**src/hw/rtl/smf_pkg.sv**
```systemverilog
// ----------------------------------------------------------------------------
// smf_pkg : shared types and constants for the scancode buffer
// Set-1 modifier codes, flag bit positions, keymap column codes and the
// modifier decode used by the top level.
// ----------------------------------------------------------------------------
package smf_pkg;

    // Beat kind carried on s_tuser
    typedef enum logic {
        OP_KEY  = 1'b0,
        OP_READ = 1'b1
    } op_t;

    // Keymap column reported on a pop
    typedef enum logic [2:0] {
        COL_NORMAL   = 3'd0,
        COL_SHIFT    = 3'd1,
        COL_CTRL     = 3'd2,
        COL_ALT      = 3'd3,
        COL_CTRL_ALT = 3'd4
    } col_t;

    // Set-1 modifier and lock scancodes
    localparam logic [7:0] SC_RSHIFT_MAKE  = 8'h36;
    localparam logic [7:0] SC_LSHIFT_MAKE  = 8'h2A;
    localparam logic [7:0] SC_RSHIFT_BRK   = 8'hB6;
    localparam logic [7:0] SC_LSHIFT_BRK   = 8'hAA;
    localparam logic [7:0] SC_CTRL_MAKE    = 8'h1D;
    localparam logic [7:0] SC_CTRL_BRK     = 8'h9D;
    localparam logic [7:0] SC_ALT_MAKE     = 8'h38;
    localparam logic [7:0] SC_ALT_BRK      = 8'hB8;
    localparam logic [7:0] SC_CAPS_MAKE    = 8'h3A;
    localparam logic [7:0] SC_NUM_MAKE     = 8'h45;
    localparam logic [7:0] SC_CAPS_TOGGLE  = 8'hBA;
    localparam logic [7:0] SC_NUM_TOGGLE   = 8'hC5;
    localparam logic [7:0] SC_SCRL_TOGGLE  = 8'hE0;

    // Modifier flag bit positions
    localparam int FLAG_SCROLL = 0;
    localparam int FLAG_NUM    = 1;
    localparam int FLAG_CAPS   = 2;
    localparam int FLAG_SHIFT  = 3;
    localparam int FLAG_CTRL   = 4;
    localparam int FLAG_ALT    = 5;

    localparam int FLAGS_W = 6;
    localparam int LOCK_W  = 3;
    localparam int HELD_W  = 6;
    localparam int CODE_W  = 8;

    typedef logic [FLAGS_W-1:0] flags_t;

    typedef struct packed {
        logic   is_mod;
        flags_t flags;
    } mod_dec_t;

    // Applies one scancode to the flag set; is_mod marks codes kept out of the buffer.
    function automatic mod_dec_t mod_decode(input logic [7:0] sc, input flags_t flags);
        mod_dec_t d;
        d.is_mod = 1'b1;
        d.flags  = flags;
        unique case (sc)
            SC_RSHIFT_MAKE, SC_LSHIFT_MAKE: d.flags[FLAG_SHIFT] = 1'b1;
            SC_RSHIFT_BRK,  SC_LSHIFT_BRK:  d.flags[FLAG_SHIFT] = 1'b0;
            SC_CTRL_MAKE:                   d.flags[FLAG_CTRL]  = 1'b1;
            SC_CTRL_BRK:                    d.flags[FLAG_CTRL]  = 1'b0;
            SC_ALT_MAKE:                    d.flags[FLAG_ALT]   = 1'b1;
            SC_ALT_BRK:                     d.flags[FLAG_ALT]   = 1'b0;
            SC_CAPS_MAKE, SC_NUM_MAKE:      d.flags = flags;
            SC_CAPS_TOGGLE:                 d.flags[FLAG_CAPS]   = ~flags[FLAG_CAPS];
            SC_NUM_TOGGLE:                  d.flags[FLAG_NUM]    = ~flags[FLAG_NUM];
            SC_SCRL_TOGGLE:                 d.flags[FLAG_SCROLL] = ~flags[FLAG_SCROLL];
            default:                        d.is_mod = 1'b0;
        endcase
        return d;
    endfunction

    // Column priority: shift, ctrl+alt, ctrl, alt, normal
    function automatic col_t pick_column(input flags_t flags);
        col_t c;
        priority if (flags[FLAG_SHIFT]) c = COL_SHIFT;
        else if (flags[FLAG_CTRL])      c = flags[FLAG_ALT] ? COL_CTRL_ALT : COL_CTRL;
        else if (flags[FLAG_ALT])       c = COL_ALT;
        else                            c = COL_NORMAL;
        return c;
    endfunction

endpackage

```
**src/hw/rtl/smf_ram.sv**
```systemverilog
// ----------------------------------------------------------------------------
// smf_ram : generic simple dual-port RAM
// One write port, one read port with registered read data.
// ----------------------------------------------------------------------------
module smf_ram #(
    parameter int WIDTH = 8,
    parameter int DEPTH = 32
) (
    input  logic                     aclk,
    input  logic                     wr_en,
    input  logic [$clog2(DEPTH)-1:0] wr_addr,
    input  logic [WIDTH-1:0]         wr_data,
    input  logic                     rd_en,
    input  logic [$clog2(DEPTH)-1:0] rd_addr,
    output logic [WIDTH-1:0]         rd_data
);

    logic [WIDTH-1:0] mem [DEPTH];
    logic [WIDTH-1:0] rd_data_reg;

    always_ff @(posedge aclk) begin
        if (wr_en) begin
            mem[wr_addr] <= wr_data;
        end
        if (rd_en) begin
            rd_data_reg <= mem[rd_addr];
        end
    end

    assign rd_data = rd_data_reg;

endmodule

```
**src/hw/rtl/scancode_modifier_fifo_top.sv**
```systemverilog
// ----------------------------------------------------------------------------
// scancode_modifier_fifo_top : keyboard scancode buffer with modifier tracking
// Queues set-1 scancodes in a ring buffer, tracks shift/ctrl/alt and lock
// flags, and pops codes with the keymap column that applies at pop time.
// ----------------------------------------------------------------------------
// Usage:
//  - Input stream: s_tuser[0] selects the beat kind (0 = scancode from the
//    keyboard in s_tdata[7:0], 1 = pop one buffered code). Every accepted
//    beat yields exactly one result beat on the m_ side.
//  - Modifier and lock codes only change flags and are never queued. Other
//    codes go into a DEPTH-entry buffer; when it is full the code is dropped
//    and dropped_full is set (beep request).
//  - Path: the RAM has a registered read port, so every accepted beat
//    passes one pending stage (waiting on RAM data) and then the output
//    register, which drives m_tvalid.
//  - Throughput: one beat per cycle if not stalled; each beat does one RAM
//    write or read, and a pop never reads a slot written in the same cycle.
//  - Stall: when m_tready is low the output register holds, the pending
//    stage fills, and s_tready drops until the output register drains.
//  - Reset (aresetn low, synchronous): pointers, fill count, modifier and
//    lock flags and both pipeline stages clear. The RAM contents are not
//    cleared and need no sweep; only written slots are ever popped.
// ----------------------------------------------------------------------------
module scancode_modifier_fifo_top #(
    parameter int DEPTH = 32
) (
    input  logic        aclk,
    input  logic        aresetn,
    // input stream
    input  logic        s_tvalid,
    output logic        s_tready,
    input  logic [7:0]  s_tdata,   // [7:0] scancode
    input  logic [0:0]  s_tuser,   // [0] op
    // result stream
    output logic        m_tvalid,
    input  logic        m_tready,
    output logic [23:0] m_tdata,   // [7:0] code, [10:8] map_column,
                                   // [11] dropped_full, [12] was_modifier,
                                   // [15:13] lock_flags, [21:16] held_count,
                                   // [23:22] zero
    output logic [0:0]  m_tuser    // [0] code_valid
);
    import smf_pkg::*;

    localparam int PTR_W = (DEPTH > 1) ? $clog2(DEPTH) : 1;
    localparam int CNT_W = $clog2(DEPTH + 1);

    // Buffer control state
    logic [PTR_W-1:0]  wr_ptr_reg, wr_ptr_next;
    logic [PTR_W-1:0]  rd_ptr_reg, rd_ptr_next;
    logic [CNT_W-1:0]  fill_reg,   fill_next;
    flags_t            flags_reg,  flags_next;

    // Pending stage: everything but the popped byte, which arrives from RAM
    logic              p_valid_reg;
    logic              p_code_valid_reg;
    col_t              p_col_reg;
    logic              p_drop_reg;
    logic              p_mod_reg;
    logic [LOCK_W-1:0] p_lock_reg;
    logic [HELD_W-1:0] p_held_reg;

    // Output register
    logic              o_valid_reg;
    logic              o_code_valid_reg;
    logic [CODE_W-1:0] o_code_reg;
    col_t              o_col_reg;
    logic              o_drop_reg;
    logic              o_mod_reg;
    logic [LOCK_W-1:0] o_lock_reg;
    logic [HELD_W-1:0] o_held_reg;

    logic              accept;
    logic              p_move;
    op_t               op;
    mod_dec_t          dec;
    logic              full;
    logic              empty;
    logic              push;
    logic              drop;
    logic              pop;
    logic [CODE_W-1:0] ram_rd_data;
    logic [CNT_W+HELD_W-1:0] held_ext;

    assign op     = op_t'(s_tuser[0]);
    assign dec    = mod_decode(s_tdata, flags_reg);
    assign full   = (fill_reg == CNT_W'(DEPTH));
    assign empty  = (fill_reg == '0);

    // Pending beat moves on when the output register is free or draining
    assign p_move   = p_valid_reg && (!o_valid_reg || m_tready);
    assign s_tready = !p_valid_reg || p_move;
    assign accept   = s_tvalid && s_tready;

    assign push = accept && (op == OP_KEY) && !dec.is_mod && !full;
    assign drop = accept && (op == OP_KEY) && !dec.is_mod && full;
    assign pop  = accept && (op == OP_READ) && !empty;

    always_comb begin
        wr_ptr_next = wr_ptr_reg;
        rd_ptr_next = rd_ptr_reg;
        fill_next   = fill_reg;
        flags_next  = flags_reg;
        if (accept && (op == OP_KEY)) begin
            flags_next = dec.flags;
        end
        if (push) begin
            wr_ptr_next = (wr_ptr_reg == PTR_W'(DEPTH - 1)) ? '0 : wr_ptr_reg + 1'b1;
            fill_next   = fill_reg + 1'b1;
        end
        if (pop) begin
            rd_ptr_next = (rd_ptr_reg == PTR_W'(DEPTH - 1)) ? '0 : rd_ptr_reg + 1'b1;
            fill_next   = fill_reg - 1'b1;
        end
    end

    // held_count is the fill level masked to its 6-bit field
    assign held_ext = {{HELD_W{1'b0}}, fill_next};

    smf_ram #(
        .WIDTH (CODE_W),
        .DEPTH (DEPTH)
    ) u_code_store (
        .aclk    (aclk),
        .wr_en   (push),
        .wr_addr (wr_ptr_reg),
        .wr_data (s_tdata),
        .rd_en   (pop),
        .rd_addr (rd_ptr_reg),
        .rd_data (ram_rd_data)
    );

    always_ff @(posedge aclk) begin
        if (!aresetn) begin
            wr_ptr_reg  <= '0;
            rd_ptr_reg  <= '0;
            fill_reg    <= '0;
            flags_reg   <= '0;
            p_valid_reg <= 1'b0;
            o_valid_reg <= 1'b0;
        end else begin
            wr_ptr_reg <= wr_ptr_next;
            rd_ptr_reg <= rd_ptr_next;
            fill_reg   <= fill_next;
            flags_reg  <= flags_next;
            if (accept) begin
                p_valid_reg <= 1'b1;
            end else if (p_move) begin
                p_valid_reg <= 1'b0;
            end
            if (p_move) begin
                o_valid_reg <= 1'b1;
            end else if (m_tready) begin
                o_valid_reg <= 1'b0;
            end
        end
    end

    // Payload registers, no reset
    always_ff @(posedge aclk) begin
        if (accept) begin
            p_code_valid_reg <= pop;
            p_col_reg        <= pop ? pick_column(flags_reg) : COL_NORMAL;
            p_drop_reg       <= drop;
            p_mod_reg        <= (op == OP_KEY) && dec.is_mod;
            p_lock_reg       <= flags_next[LOCK_W-1:0];
            p_held_reg       <= held_ext[HELD_W-1:0];
        end
        if (p_move) begin
            o_code_valid_reg <= p_code_valid_reg;
            o_code_reg       <= p_code_valid_reg ? ram_rd_data : '0;
            o_col_reg        <= p_col_reg;
            o_drop_reg       <= p_drop_reg;
            o_mod_reg        <= p_mod_reg;
            o_lock_reg       <= p_lock_reg;
            o_held_reg       <= p_held_reg;
        end
    end

    assign m_tvalid = o_valid_reg;
    assign m_tuser  = o_code_valid_reg;
    assign m_tdata  = {2'b00, o_held_reg, o_lock_reg, o_mod_reg, o_drop_reg,
                       o_col_reg, o_code_reg};

    // ------------------------------------------------------------------------
    // Assertions
    // ------------------------------------------------------------------------
    a_fill_bound: assert property (@(posedge aclk) disable iff (!aresetn)
        fill_reg <= CNT_W'(DEPTH))
        else $error("fill level above depth");

    a_empty_ptrs: assert property (@(posedge aclk) disable iff (!aresetn)
        (fill_reg == '0) |-> (wr_ptr_reg == rd_ptr_reg))
        else $error("empty buffer with unequal pointers");

    a_full_ptrs: assert property (@(posedge aclk) disable iff (!aresetn)
        full |-> (wr_ptr_reg == rd_ptr_reg))
        else $error("full buffer with unequal pointers");

    a_pop_count: assert property (@(posedge aclk) disable iff (!aresetn)
        pop |=> (fill_reg == $past(fill_reg) - 1'b1))
        else $error("pop did not lower the fill level");

    a_pend_excl: assert property (@(posedge aclk) disable iff (!aresetn)
        p_valid_reg |-> !(p_code_valid_reg && (p_drop_reg || p_mod_reg)))
        else $error("pending beat is both a pop and a key beat");

endmodule

```
**config.mk**
```make
export PLATFORM = sky130hd
export DESIGN_NAME = scancode_modifier_fifo_top
export DESIGN_NICKNAME = d
export VERILOG_FILES = /design/src/hw/rtl/smf_pkg.sv /design/src/hw/rtl/smf_ram.sv /design/src/hw/rtl/scancode_modifier_fifo_top.sv
export SDC_FILE = /design/constraint.sdc
export NUM_CORES = 1
export LEC_CHECK = 0
export BUFFER_PORTS_ARGS = -buffer_cell sky130_fd_sc_hd__buf_2
export CAP_MARGIN = 20
export CORE_MARGIN = 2
export CORE_UTILIZATION = 40
export CTS_BUF_LIST = sky130_fd_sc_hd__clkbuf_8 sky130_fd_sc_hd__clkbuf_16
export DETAILED_ROUTE_END_ITERATION = 8
export PLACE_DENSITY = 0.6
export SYNTH_ARGS = -nofsm -noshare
export SYNTH_HDL_FRONTEND = slang
export SYNTH_SLANG_ARGS = --single-unit
```
**constraint.sdc**
```tcl
create_clock -name aclk -period 6.71 [get_ports aclk]
set_input_delay 0.3355 -clock aclk [delete_from_list [all_inputs] [get_ports aclk]]
set_output_delay 0.3355 -clock aclk [all_outputs]
set_load 0.01 [all_outputs]
```
Yosys cells after proc, flatten, opt, wreduce, memory -nomap -nowiden
Memory sizes are Yosys's and may differ from the RTL's. A register that Yosys moved wholly into a read port is not among the register bits.
Index checks and enable logic that the tools add are counted.
{ "classes": {"addsub": 4, "eq_ne": 16, "muxes": 22, "n_bitwise": 5, "n_reduce_logical": 29} }
{ "ops": {"columns": ["cell", "count"], "rows": [
  ["8-bit == test, second input constant", 7],
  ["8-bit by 6-bit == test with 1-bit output, second input constant", 4],
  ["13-bit OR reduction", 1],
  ["6-bit two-way mux", 2],
  ["1-bit two-way mux", 11],
  ["5-bit by 1-bit adder with 5-bit output, second input constant", 2],
  ["5-bit == test, second input constant", 2],
  ["5-bit two-way mux", 2],
  ["2-bit nonzero test", 5],
  ["1-bit logical AND", 9],
  ["3-bit two-way mux", 3],
  ["8-bit by 5-bit == test with 1-bit output, second input constant", 1],
  ["8-bit by 7-bit == test with 1-bit output, second input constant", 1],
  ["6-bit by 1-bit adder with 6-bit output, second input constant", 1],
  ["6-bit == test, second input constant", 1],
  ["6-bit zero test", 1],
  ["1-bit one-hot mux with 2 select lines", 3],
  ["2-bit AND reduction", 3],
  ["2-bit OR reduction", 3],
  ["6-bit by 1-bit subtractor with 6-bit output, second input constant", 1],
  ["1-bit zero test", 5],
  ["1-bit inverter", 5],
  ["1-bit logical OR", 2],
  ["2-bit two-way mux", 1]
]} }
{ "word_totals": {"ff_bits": 62, "ramBits": 256, "in_bits": 13, "out_inout_bits": 27, "elab_cells": 100, "mem_count": 1} }
{ "memory_table": {"columns": ["memory", "depth", "width", "rd", "rd_ports_with_merged_regs", "wr", "line_no", "rtl"], "rows": [
  ["u_code_store.mem", 32, 8, 1, 1, 1, "smf_ram.sv:18", "logic [WIDTH-1:0] mem [DEPTH];"]
]} }

Depth between registers and ports, before layout
Gate-level depths: netlist of run 1.
{ "depth": {"word_depth": 10, "mapped_depth": 9} }

Cells and area by module
A second synthesis of run 1 with hierarchy kept.
{ "unflattened": {"cells_unflattened": 650, "area_unflattened_um2": 12861.1} }
{ "modules_own_cells": {"columns": ["mod", "n_inst", "cells_each", "area_per_inst_um2"], "rows": [
  ["smf_ram", 1, 417, 10133.5],
  ["scancode_modifier_fifo_top", 1, 233, 2727.6]
]} }

Worst setup path after synthesis of run 1
OpenSTA, ideal clock, no wires.
{ "synth_timing": {"path_kind": "reg2reg", "from": "reg o_valid_reg, in the netlist m_tvalid", "to": "reg o_code_valid_reg, in the netlist m_tuser (enable)", "setup_ps": 438, "arrival_time_ps": 2089, "required_time_ps": 6272, "slack_ps": 4183, "stages_incl_launch_ff": 2, "path_buffers": 0, "synth_period_minus_slack_ps": 2527, "path_cell_list": "dfxtp_1 > a21boi_0"} }
{ "synth_between": {"elab_chain_len": 3} }
{ "synth_rtl": {"columns": ["element", "line_no", "rtl"], "rows": [
  ["from (decl)", "scancode_modifier_fifo_top.sv:64", "logic o_valid_reg;"],
  ["from (signal assigned)", "scancode_modifier_fifo_top.sv:140", "o_valid_reg <= 1'b0;"],
  ["from (signal assigned)", "scancode_modifier_fifo_top.sv:152", "o_valid_reg <= 1'b1;"],
  ["from (signal assigned)", "scancode_modifier_fifo_top.sv:154", "o_valid_reg <= 1'b0;"],
  ["1-bit zero test", "scancode_modifier_fifo_top.sv:91", "assign p_move = p_valid_reg && (!o_valid_reg || m_tready);"],
  ["1-bit logical OR", "scancode_modifier_fifo_top.sv:91", null],
  ["1-bit logical AND", "scancode_modifier_fifo_top.sv:91", null],
  ["via p_move", "scancode_modifier_fifo_top.sv:74", "logic p_move;"],
  ["to (signal assigned)", "scancode_modifier_fifo_top.sv:170", "o_code_valid_reg <= p_code_valid_reg;"],
  ["to (decl)", "scancode_modifier_fifo_top.sv:65", "logic o_code_valid_reg;"]
]} }
The timed path passes the listed nets, and every way through them passes these cells.
A chain may end at the register's enable or synchronous reset.

Worst setup path in the final report of run 1
{ "layout_timing": {"from": "in s_tdata[3]", "to": "mem u_code_store.mem[15][5] (enable)"} }
{ "layout_between": {"elab_chain_len": 8} }
{ "layout_rtl": {"columns": ["element", "line_no", "rtl"], "rows": [
  ["from (decl)", "scancode_modifier_fifo_top.sv:32", "input logic [7:0] s_tdata,"],
  ["8-bit == test, or another cell as far along", "smf_pkg.sv:63", "unique case (sc)"],
  ["13-bit OR reduction (no source line) (*)", null, null],
  ["1-bit two-way mux (*)", "smf_pkg.sv:63", null],
  ["1-bit zero test (*)", "scancode_modifier_fifo_top.sv:95", "assign push = accept && (op == OP_KEY) && !dec.is_mod && !full;"],
  ["1-bit logical AND (*) (2 in a row)", "scancode_modifier_fifo_top.sv:95", null],
  ["1-bit two-way mux (*)", "smf_ram.sv:22", "if (wr_en) begin"],
  ["1-bit two-way mux (not written as such) (*)", "smf_ram.sv:23", "mem[wr_addr] <= wr_data;"],
  ["to (decl)", "smf_ram.sv:18", null]
]} }
Mark *: on every way between the ends. The rest lies on a longest branch, timed or not.

==> results of run 1 <==
logic make-up after synthesis:
group / share of synthesized area
other: 0.000289
AND/OR/NAND/NOR: 0.0615
adder cells (fa/ha/maj): 0.0106
flip-flops: 0.736
multiplexers: 0.140
AO/OA/AOI/OAI: 0.0306
buffers and inverters: 0.0177
XOR/XNOR: 0.00338
synth_stat cells (4+ instances only):
| library cell | instances |
|---|---|
| a211oi_1 | 5 |
| a21oi_1 | 13 |
| a22oi_1 | 9 |
| and2_1 | 18 |
| and3_1 | 6 |
| buf_2 | 13 |
| buf_4 | 6 |
| clkbuf_1 | 17 |
| dfxtp_1 | 24 |
| edfxtp_1 | 302 |
| ha_1 | 11 |
| inv_1 | 11 |
| mux2i_1 | 19 |
| mux4_2 | 72 |
| nand2_1 | 13 |
| nand3_1 | 15 |
| nand3b_1 | 4 |
| nor2_1 | 44 |
| nor3_1 | 12 |
| o21a_1 | 10 |
| o21ai_0 | 8 |
worst max path at each step:
stage	from	to	slack, ps	depth (start not counted)
5_1_grt	s_tdata[3]	u_code_store.mem[27][6]	3430	7
4_1_cts	s_tdata[3]	u_code_store.mem[15][1]	2840	6
3_3_place_gp	s_tdata[3]	u_code_store.mem[22][0]	2420	6
6_report	s_tdata[3]	u_code_store.mem[15][5]	3590	7
2_1_floorplan	m_tvalid	m_tuser	4180	1
3_5_place_dp	s_tdata[3]	u_code_store.mem[15][2]	2270	6
layout make-up:
type	instances	share of cell area
tap	402	0.0344
inverter	12	0.00308
sequential	326	0.654
clock inverter	26	0.0187
clock buffer	31	0.0531
timing repair buffer	46	0.0178
multi-input combinational	312	0.219
worst max-delay path, cell delays in order:
cell	delay, ps
buf_2	600
and3b_1	270
o21a_1	220
nor4_2	260
buf_4	240
nand3_1	580
nor2_1	760
layer usage:
metal  global-route usage  vias up  wire length [um]
met5                    0        -                13
met4               0.0410        2               516
met3               0.0313       50              1830
met2                0.274      239             13300
met1                0.227     3320             11900
li1                     -     2859                 -
through the flow:
step	area, um2	std cells	setup WS [ps]
floorplan	13000	689	4180
global placement	13500	1096	2420
detailed placement	13500	1096	2270
CTS	14600	1153	2840
global route	14600	1155	3430
finish	14600	1155	3590
power groups by stage:
stage,clock [mW],combinational (mW),sequential (mW)
after detailed placement,0,0.324,2.37
final,1.76,0.324,2.32
after CTS,1.80,0.325,2.32
after floorplan,0,0.241,2.33
after global placement,0,0.315,2.36
after global routing,1.87,0.349,2.33
==> run metrics, run 1 <==
run status=completed; Die X=184 um; final estimated routing congestion in global placement=0.817; max reg flops=256; H-tree Lvls=1; DIE AREA=0.0339 mm2; GRT Residual Overflow=0; Routed Antenna Nets=0; post-synth top area share=0.699; Psw=951 uW; count of different cell masters after synthesis=54; # setup viols final=0; Global Route Usage Sum=0.165; fin nets=753; ys flop type=edfxtp_1; FP Rows=65; total of max-cap violations=0; register area share after synthesis=0.736; I/O Buffers=37; CP Data Required Time=6890 ps; CTS Hold Bufs=0; CTS resizes=0; I/O Pins=40; final setup TNS=0 ps; fillers=2643; DR vias/cell=5.60; critical path type=primary input to register; Syn Area/Cell=18.9 um2; EDFF count, synth=302; Layout area overhead=12.6%; hold_sp=s_tvalid; post-layout util=0.461; synthesized area=0.0130 mm2; first-pass GRT wire length=41.3 mm; net switching fraction of the power=0.216; area used by multi-input combinational logic=0.00320 mm2; vias in the first global route=6531; clock skew=9.39 ps; hold depth=3; unrepaired setup endpoints after global routing=false; CTS tree=built; commonest non-fill, non-tap cell in the layout=edfxtp_1; final hold vios=0; core area=0.0317 mm2; synth top area cells=edfxtp_1 (70%), mux4_2 (13%), dfxtp_1 (3.7%); combinational power share=0.074; ant diodes=0; Clock Latency Late Sink=550 ps; Final Critical Period=3120 ps; Fmax=321 MHz; internal power=3.45 mW; drt first pass iters=5; register area=0.00955 mm2; crit share post-route=0.465; CTS root buffer=clkbuf_16; Hold Slack=47.5 ps; FFs w/ async S/R, synth=0; pwr dens=301 mW/mm2; vias=6470; initial antenna violation count=1; Routed WL=27.6 mm; R2R depth=4; sequential share of power=0.527; Initial Util=0.409; r2r endpoint=u_code_store.rd_data[0]; Ys Warns=0; Startpoint Class=primary input; postcts setup bufs=0; post-synth top area cell=edfxtp_1; Syn Inst Count=688; Post-DP HPWL=17.3 mm; flops & latches, synth=326; VDD IR max=0.210 mV; Max FO, Critical Path=36; Crit path arrival time=3300 ps; clock-pin slew on the worst setup and hold paths=60 ps; worst hold path type=primary input to register; clock power share=0.399; Worst R2R Setup Slack=3640 ps; Setup crit end kind=register; initial DRC count=475; share of layout cells above drive strength 1=0.236; worst hold endpoint=p_valid_reg; Pwr Total=4.40 mW; TritonCTS Buffers=31; pin count of the biggest net entering global routing=49; CTS Sinks=326; CTS max path bufs=3; Worst slew margin=0.424; Worst-Margin Slew=863 ps; Die Span Y=184 um; FF-to-FF Start=rd_ptr_reg[0]; DR WL/cell=23.9 um; DRC=0; final-report max-slew violation count=0; leakage power=4.56 nW; most frequent cells in the layout=edfxtp_1 (302), mux4_2 (72), nor2_1 (44), buf_2 (37), clkbuf_16 (31)
Note: power is estimated with default switching activity, not from simulation.
==> run 2, diff against run 1 <==
Settings changed: ABC_AREA from default to 1.
Clock period 6.71 ns to 3.2 ns, I/O delays scaled along.
==> run 2 against run 1 <==
  * Sequential share of layout area is 3.1 points lower
  * Non-clock buffer count is 50 higher
  * Clock-buffer cell count is 8 higher
  * Critical path type is now register to register
  * Largest power group unchanged
  * Global-route usage is 2.7 points higher
  * Synthesized area is 2.2% higher
  * Sequential power is 110% higher
  * First-iteration DRC count is 120% higher
  * Clock skew is 3.1 ps higher
==> run metrics, run 2 <==
run status=completed; DRC=0; total of max-cap violations=0; CTS resizes=0; ys flop type=edfxtp_1; clock skew=12.5 ps; most frequent cells in the layout=edfxtp_1 (302), nor2_1 (228), o21ai_0 (114), nand2_1 (109), inv_1 (59); share of layout cells above drive strength 1=0.135; Routed Antenna Nets=0; CTS max path bufs=3; initial antenna violation count=0; postcts setup bufs=0; leakage power=5.41 nW; final estimated routing congestion in global placement=0.857; Worst slew margin=0.597; Post-Layout Cell Count=1653; synth top area cells=edfxtp_1 (68%), nor2_1 (6.5%), o21ai_0 (4.3%); Worst R2R Setup Slack=910 ps; post-synth top area share=0.684; worst hold endpoint=p_mod_reg; unrepaired setup endpoints after global routing=false; CTS Hold Bufs=1; CTS Sinks=326; FP Rows=66; pin count of the biggest net entering global routing=131; ant diodes=0; pwr dens=653 mW/mm2; Die X=186 um; H-tree Lvls=2; FF-to-FF Start=fill_reg[0]; final instance area=0.0153 mm2; vias in the first global route=8439; Post-DP HPWL=20.2 mm; hold depth=2; VDD IR max=0.564 mV; Initial Util=0.406; DR vias/cell=5.29; GRT Residual Overflow=0; Syn Area/Cell=11.9 um2; crit share post-route=0.715; commonest non-fill, non-tap cell in the layout=edfxtp_1; initial DRC count=1060; Ys Warns=0; R2R depth=8; max reg flops=256; Post-Place Setup Slack=929 ps; critical path type=register to register; Layout area overhead=15.8%; fin nets=1212; DR WL/cell=19.6 um; # setup viols final=0; post-synth top area cell=edfxtp_1; FFs w/ async S/R, synth=0; hold_sp=s_tuser; placed instance count=1591; synth cell count leaders=edfxtp_1 (302), nor2_1 (228), o21ai_0 (114); register area share after synthesis=0.720; clock-pin slew on the worst setup and hold paths=60 ps; DIE AREA=0.0346 mm2; final-report max-slew violation count=0; CTS root buffer=clkbuf_16; I/O Pins=40; Startpoint Class=register; core area=0.0326 mm2; first-pass GRT wire length=50.0 mm; Routed WL=32.4 mm; Global Route Usage Sum=0.192; final setup TNS=0 ps; Worst-Margin Slew=601 ps; Die Span Y=186 um; TritonCTS Buffers=35; Final Critical Period=2290 ps; Max FO, Critical Path=8; drt first pass iters=5; I/O Buffers=37; r2r endpoint=u_code_store.mem[14][4]; worst hold path type=primary input to register; Setup crit end kind=register; Crit path arrival time=2510 ps; flops & latches, synth=326; final hold vios=0; Placed Instance Area=0.0142 mm2; Hold Slack=21.1 ps; EDFF count, synth=302; CP Data Required Time=3420 ps; count of different cell masters after synthesis=33; CTS tree=built; vias=8741; Syn Inst Count=1113; most common cell in the synthesized netlist=edfxtp_1; fin worst setup slack=912 ps; synthesized area=0.0133 mm2; Clock Latency Late Sink=510 ps; Fmax=437 MHz
run 2: worst max path at each step:
stage / startpoint / endpoint / cells after the start
after floorplan: m_tvalid / m_tuser / 1
after global placement: s_tdata[2] / u_code_store.mem[14][4] / 12
after detailed placement: s_tdata[2] / u_code_store.mem[14][4] / 12
after CTS: fill_reg[0] / u_code_store.mem[14][6] / 8
after global routing: fill_reg[0] / u_code_store.mem[14][0] / 8
final: fill_reg[0] / u_code_store.mem[14][4] / 8
run 2: report_power, final:
part	internal [mW]	total, mW	switching [mW]
Combinational	0.325	1.15	0.827
Clock	2.45	4.05	1.60
Sequential	4.77	4.82	0.0494
Total	7.54	10.0	2.48
run 2: routing by layer:
metal	part of all wire	GRT usage
met4	0.026	0.0551
met5	0	0
met3	0.083	0.0399
met2	0.46	0.307
met1	0.43	0.266
run 2: through the flow:
stage	power (mW)	util
floorplan	5.62	-
global placement	6.05	0.434
detailed placement	6.06	0.434
CTS	10.1	0.470
global route	10.4	0.470
finish	10.0	0.470
run 2: critical path, stage by stage, from the launching register on:
cell and delay (ps):
dfxtp_1 370, inv_1 100, ha_1 230, nand4_1 180
nand4_2 180, inv_2 160, nand2_1 280, nor2_1 300
buf_4 200
run 2: kinds of logic after synthesis:
group / after synthesis / share of synthesized area
and+or+nand+nor: 408 / 0.125
DFF: 326 / 0.720
AOI/OAI and AO/OA: 240 / 0.0997
buffers and inverters: 122 / 0.0406
adders and majority gates: 11 / 0.0104
xor gates and xnor gates: 5 / 0.00330
other: 1 / 0.000283
run 2: area by class of cell:
type | count | area [um2]
Fill cell | 2945 | 17300
Sequential cell | 326 | 9550
Multi-Input combinational cell | 666 | 3170
Clock buffer | 39 | 953
Timing Repair Buffer | 96 | 676
Tap cell | 442 | 553
Inverter | 63 | 238
Clock inverter | 21 | 195
